`src/acl_flt_pkg.sv`:
```
// Shared constants, codes and handshake structs of the access table with fail lockout.
package acl_flt_pkg;

   localparam int TABLE_DEPTH = 1024;
   localparam int IDX_W       = (TABLE_DEPTH > 1) ? $clog2(TABLE_DEPTH) : 1;
   localparam int CNT_W       = $clog2(TABLE_DEPTH + 1);

   localparam int FUNC_W      = 2;
   localparam int ADDR_W      = 32;
   localparam int ENTRY_IDX_W = 10;
   localparam int KIND_W      = 3;
   localparam int RANGE_W     = 3;
   localparam int FAILS_W     = 4;
   localparam int TRIES_W     = 4;
   localparam int VERDICT_W   = 2;

   // wide enough for both the input slot index plus one and the table depth
   localparam int CMP_W = (CNT_W > ENTRY_IDX_W) ? CNT_W : ENTRY_IDX_W + 1;

   localparam int CSR_ADDR_W = 3;
   localparam int CSR_DATA_W = 32;
   localparam logic [CSR_ADDR_W-3:0] CSR_IDX_MAX_TRIES = '0;
   localparam logic [TRIES_W-1:0]    MAX_TRIES_RESET   = 4'd5;

   typedef enum logic [FUNC_W-1:0] {
      FUNC_CHECK = 2'd0,
      FUNC_FAIL  = 2'd1,
      FUNC_WRITE = 2'd2,
      FUNC_NOP   = 2'd3
   } func_type;

   typedef enum logic [KIND_W-1:0] {
      KIND_FREE    = 3'd0,
      KIND_BANNED  = 3'd1,
      KIND_GRANTED = 3'd2,
      KIND_DIRECT  = 3'd3,
      KIND_HAMMER  = 3'd4,
      KIND_MARKED  = 3'd5
   } kind_type;

   typedef enum logic [VERDICT_W-1:0] {
      VERDICT_ALLOWED = 2'd0,
      VERDICT_BANNED  = 2'd1,
      VERDICT_DIRECT  = 2'd2
   } verdict_type;

   typedef struct packed {
      logic [KIND_W-1:0]  kind;
      logic [ADDR_W-1:0]  addr;
      logic [ADDR_W-1:0]  mask;
      logic [RANGE_W-1:0] rng;
      logic [FAILS_W-1:0] fails;
   } slot_entry_type;

   typedef struct packed {
      logic load;
      logic clear_wr;
      logic scan_rd;
      logic finish;
   } dp_cmd_type;

   typedef struct packed {
      logic clear_last;
      logic issue_done;
      logic found;
      logic rd_pending;
   } dp_status_type;

endpackage

```
`src/acl_flt_ctrl.sv`:
```
// Sequencer: clearing pass, table scan and finishing step of each item.
module acl_flt_ctrl
   import acl_flt_pkg::*;
(
   input  logic                clock,
   input  logic                reset,
   input  logic                start,
   input  logic [FUNC_W-1:0]   req_func,
   input  dp_status_type       status,
   output dp_cmd_type          cmd,
   output logic                busy
);

   typedef enum logic [1:0] {
      ST_CLEAR,
      ST_IDLE,
      ST_SCAN,
      ST_FINISH
   } state_type;

   state_type state_ff;
   logic      busy_ff;
   logic      scan_end;

   assign busy     = busy_ff;
   assign scan_end = (status.issue_done | status.found) & ~status.rd_pending;

   always_comb begin
      cmd          = '0;
      cmd.load     = (state_ff == ST_IDLE) & start;
      cmd.clear_wr = (state_ff == ST_CLEAR);
      cmd.scan_rd  = (state_ff == ST_SCAN) & ~status.issue_done & ~status.found;
      cmd.finish   = (state_ff == ST_FINISH);
   end

   always_ff @(posedge clock) begin
      if (reset) begin
         state_ff <= ST_CLEAR;
         busy_ff  <= 1'b1;
      end else begin
         unique case (state_ff)
            ST_CLEAR: begin
               if (status.clear_last) begin
                  state_ff <= ST_IDLE;
                  busy_ff  <= 1'b0;
               end
            end
            ST_IDLE: begin
               if (start) begin
                  busy_ff <= 1'b1;
                  case (req_func) inside
                     FUNC_CHECK, FUNC_FAIL: state_ff <= ST_SCAN;
                     default:               state_ff <= ST_FINISH;
                  endcase
               end
            end
            ST_SCAN: begin
               if (scan_end) begin
                  state_ff <= ST_FINISH;
               end
            end
            ST_FINISH: begin
               state_ff <= ST_IDLE;
               busy_ff  <= 1'b0;
            end
            default: begin
               state_ff <= ST_IDLE;
               busy_ff  <= 1'b0;
            end
         endcase
      end
   end

endmodule

```
`config.mk`:
```
export PLATFORM = sky130hd
export DESIGN_NAME = acl_flt_ctrl
export DESIGN_NICKNAME = d
export VERILOG_FILES = /design/src/acl_flt_pkg.sv /design/src/acl_flt_ctrl.sv
export SDC_FILE = /design/constraint.sdc
export NUM_CORES = 1
export LEC_CHECK = 0
export ABC_AREA = 0
export ABC_CLOCK_PERIOD_IN_PS = 1410
export BUFFER_PORTS_ARGS = -buffer_cell sky130_fd_sc_hd__buf_2
export CAP_MARGIN = 0
export CORE_AREA = 2 2 39 41
export CTS_BUF_LIST = sky130_fd_sc_hd__clkbuf_16
export CTS_CLUSTER_SIZE = 28
export DETAILED_ROUTE_END_ITERATION = 8
export DIE_AREA = 0 0 41 43
export PLACE_DENSITY = 0.48
export SETUP_SLACK_MARGIN = 0.05
export SYNTH_ARGS = -nofsm -noshare
export SYNTH_HDL_FRONTEND = slang
export SYNTH_SLANG_ARGS = --single-unit
```
`constraint.sdc`:
```
create_clock -name clock -period 1.41 [get_ports clock]
set_input_delay 0.141 -clock clock [delete_from_list [all_inputs] [get_ports clock]]
set_output_delay 0.141 -clock clock [all_outputs]
set_load 0.1 [all_outputs]
```
-- Yosys cells after proc, flatten, opt, wreduce, memory -nomap -nowiden
Index checks and enable logic that the tools add are counted.
- memories: 0
- latch bits: 0
- ROM bits: 0
- bits of input ports: 9
- bits in registers: 3
- bits in writable memories: 0
- equality and inequality tests: 7
- order comparisons: 0
- shifts and indexed selects: 0
- multipliers: 0
- multiplexer cells: 8
- bitwise operators: 8
- add/sub/neg operators: 0
- div/mod/pow operators: 0
- reductions and logical operators: 6
- operators with widths (cell ; number):
    $pmux 2 s4 ; 1
    $mux 2 ; 3
    $ne 2x2->1 const B ; 3
    $reduce_and 3->1 ; 2
    $and 1x1->1 ; 4
    $eq 2x1->1 const B ; 2
    $eq 2x2->1 const B ; 2
    $logic_not 2->1 ; 2
    $mux 1 ; 3
    $not 1->1 ; 3
    $pmux 1 s3 ; 1
    $reduce_bool 3->1 ; 1
    $reduce_or 2->1 ; 1
    $or 1x1->1 ; 1

-- Logic depth before layout (Yosys ltp)
- depth in word-level cells: 5
- mapped depth: 5
- depth with buffers taken out: 5

-- Worst setup path after synthesis
OpenSTA, ideal clock, no wires.
- path type: reg-to-output
- from: register state_ff[0]
- to: output port cmd[1] (netlist bit)
- setup slack: -1534 ps
- arrival: 2803 ps
- required time: 1269 ps
- cell stages (with the launch flop): 4
- path buffers: 0
- cell sequence: dfxtp_1 inv_1 ha_1 nor3b_1
- RTL lines (what ; line ; RTL):
    start, declared ; acl_flt_ctrl.sv:21 ; state_type state_ff;
    start signal, assigned ; acl_flt_ctrl.sv:38 ; state_ff <= ST_CLEAR;
    start signal, assigned ; acl_flt_ctrl.sv:44 ; state_ff <= ST_IDLE;
    start signal, assigned ; acl_flt_ctrl.sv:52 ; FUNC_CHECK, FUNC_FAIL: state_ff <= ST_SCAN;
    end, declared ; acl_flt_ctrl.sv:10 ; output dp_cmd_type cmd,

==> results.txt <==
----------------------------------------------------
[Run status]
  Run status ... completed

[Global route]
  Overflow left after global routing ... 0
  Met3 Track Usage GR ... 0.0785
  Global-route usage over all layers ... 0.0890
  Gr busiest metal ... met2
  Number of antenna violations at the first check in global routing ... 0
  Met1 layer usage reported by global route ... 0.0857
  Wire length of the first global-routing pass ... 966 um
  Number of global-route vias before repair ... 243
  Met2 demand-to-capacity share in global routing ... 0.119
  Largest net degree at the start of global routing ... 5

[Setup path]
  Crit start category ... register
  Worst R2R End ... busy$_SDFFE_PP1P_
  Family with the most delay on the worst path ... flip-flops
  Nature of the critical path endpoint ... output pin
  Critical Path AT ... 1210 ps
  Highest cell delay on the worst timing path ... 350 ps
  R2R Path Start ... state_ff[0]$_SDFFE_PP0P_
  Critical path cell sequence ... buf_6 > ha_4 > nor3b_4 > buf_12
  Critical path's slowest cell ... sky130_fd_sc_hd__dfxtp_4
  Capturing instance or port of the critical path ... cmd[1]
  Worst reg2reg setup slack ... 70 ps
  Critical path buffer and inverter count ... 2
  CP Launch Point ... state_ff[1]$_SDFFE_PP0P_
  CP Max Fanout ... 2
  Logic depth of the worst setup path including buffers ... 4
  Worst Reg-to-Reg Cells ... 5
  Req. time, crit path ... 1270 ps
  Category of the critical setup timing path ... register to output pin

[CTS]
  Number of buffers created by CTS ... 3
  Clock Tree Buf Depth ... 2
  Clock slew at reported path FFs ... 30 ps
  CTS Hold Buffers Added ... 0
  CTS tree ... built
  Number of H-tree branching levels ... 1
  Latest clock arrival within the worst-skew pair ... 220 ps
  Number of sinks driven by the clock tree ... 3
  CTS root buf ... sky130_fd_sc_hd__clkbuf_16

[Place]
  Final Wtd Congestion ... 0.725
  Number of buffer cells added on primary ports ... 12
  Detailed Place HPWL ... 463 um

[Cells and area]
  Ant. Diodes ... 0
  Ratio of cells with drive above 1 in the final layout ... 0.708
  Utilization of the core after routing ... 0.434
  Post-layout net count ... 63
  Area added between synthesis and finish ... 136%

[Yosys]
  Total of flip-flops plus latches after synthesis ... 3
  Fraction of the mapped netlist area in adder cells ... 0.246
  Mean post-synth cell area ... 9.41 um2
  Leading cell types by total area after synthesis ... sky130_fd_sc_hd__ha_1 (25%), sky130_fd_sc_hd__dfxtp_1 (24%), sky130_fd_sc_hd__inv_1 (5.9%)
  Syn Std Cell Area ... 254 um2
  Most instantiated cells after synthesis ... sky130_fd_sc_hd__ha_1 (5), sky130_fd_sc_hd__inv_1 (4), sky130_fd_sc_hd__dfxtp_1 (3), sky130_fd_sc_hd__nand2_1 (3)
  Post-Synth XOR/XNOR Area ... 0
  Proportion of register bits with asynchronous set or reset after synthesis ... 0
  Leading area contributor after synthesis ... sky130_fd_sc_hd__ha_1
  Largest family of logic cells by synthesized area ... adder cells
  Post-synthesis share of cell area spent on and, or, nand and nor gates ... 0.232
  Seq/Total Area, Yosys ... 0.236
  Dominant synthesized flop cell ... sky130_fd_sc_hd__dfxtp_1
  Syn_nets ... 41
  EDFF count, synth ... 0
  Cell with the most instances after synthesis ... sky130_fd_sc_hd__ha_1
  Post-synthesis compound-gate area fraction ... 0.187
  Synth Instances ... 27
  YS warnings ... 0
  Multiplexer area fraction after synthesis ... 0.0394
  Cell variety after synth ... 16
  Fraction of post-synthesis cell area in the top cell type by area ... 0.246

[Die]
  Floorplan Core Area ... 0.00138 mm2
  Die width ... 41 um
  I/O pin count ... 14
  Row count ... 14
  Die extent in y ... 43 um
  Die Footprint ... 0.00176 mm2
  Starting Density ... 0.184

[Route]
  Final routed DRC violation total ... 0
  Routed wire length per instance ... 9.72 um
  Drt total wl ... 622 um
  Routed via count ... 262
  Number of violations reported at the end of detailed-routing iteration 0 ... 2
  First-pass detailed-route iteration total ... 2
  DRT antenna net count ... 0
  Average via count per standard cell ... 4.09

[STA]
  Setup repair after global routing missed its margin ... true
  Clock skew ... 1.30 ps
  Worst Max-Slew Pin Slew ... 481 ps
  Fmax ... 742 MHz
  Max-slew headroom ... 0.682
  Final Critical Period ... 1350 ps
  Final period utilization ... 0.956
  Hold Fails Final Rpt ... 0
  Setup-violating endpoint count in the final report ... 0
  Final slew viol count ... 0

[Flow run]
  Max-cap violation count ... 0

[Worst hold path]
  Path class of the lowest-slack min-delay path ... primary input to register

----------------------------------------------------
-- worst min path at each step --
stage	from	end	slack [ps]	cells after the start
CTS	reset	busy$_SDFFE_PP1P_	170	3
global route	reset	busy$_SDFFE_PP1P_	180	3
floorplan	reset	busy$_SDFFE_PP1P_	280	2
global placement	reset	busy$_SDFFE_PP1P_	400	3
finish	reset	busy$_SDFFE_PP1P_	170	3
detailed placement	reset	busy$_SDFFE_PP1P_	390	3
-- final cells by class --
class | instances | area (um2)
well taps | 16 | 20.0
clock buffers | 3 | 75.1
repair buffers | 17 | 161
multi-input cells | 20 | 250
clock inverters | 1 | 3.75
flip-flops and latches | 3 | 67.6
inverters | 4 | 22.5
fillers | 138 | 783
-- worst register-to-register path, delay by kind of cell, from the launching register on --
kind	cells	cell delay [ps]
buf+inv	1	50
flops	1	390
compound gates	1	280
simple gates	2	360
fa+ha+maj	1	160
-- cell families after synthesis --
| logic type | after synthesis |
|---|---|
| flip-flops | 3 |
| AO/OA/AOI/OAI | 5 |
| adder cells (fa/ha/maj) | 5 |
| AND/OR/NAND/NOR | 9 |
| multiplexers | 1 |
| buffers and inverters | 4 |
-- per-layer routing --
layer | vias up | share of wire
met4 | 0 | 0
met5 | - | 0
met1 | 118 | 0.43
met2 | 9 | 0.52
met3 | 0 | 0.047
li1 | 135 | -
-- timing repair --
item	4_1_cts	5_1_grt
pin swaps	1	1
gates resized for setup	4	6
buffers inserted	2	1
setup endpoints to repair	2	4
-- layout by cell type (no fill, tap or decap), drive strengths merged, types with 2 or more instances in the layout --
cell type / instances
inv: 5
nor2b: 2
nand2: 3
clkbuf: 3
buf: 17
dfxtp: 3
ha: 5
-- through the flow --
stage               setup TNS (ps)  instance area, um2  setup WS, ps  hold WS (ps)  cells
finish                           0                 601          62.3           167     64
global route                     0                 601          4.96           178     64
CTS                              0                 566          56.4           171     63
detailed placement               0                 462           109           393     57
global placement                 0                 462          93.1           398     57
floorplan                     -118                 307          -118           278     27
-- state kept, by name (all words and copies together), names as in the netlist --
name      flops
state_ff      2
busy          1
Power is not shown: default switching activity piles up to over one toggle a cycle in this logic, so the estimate is an artifact.
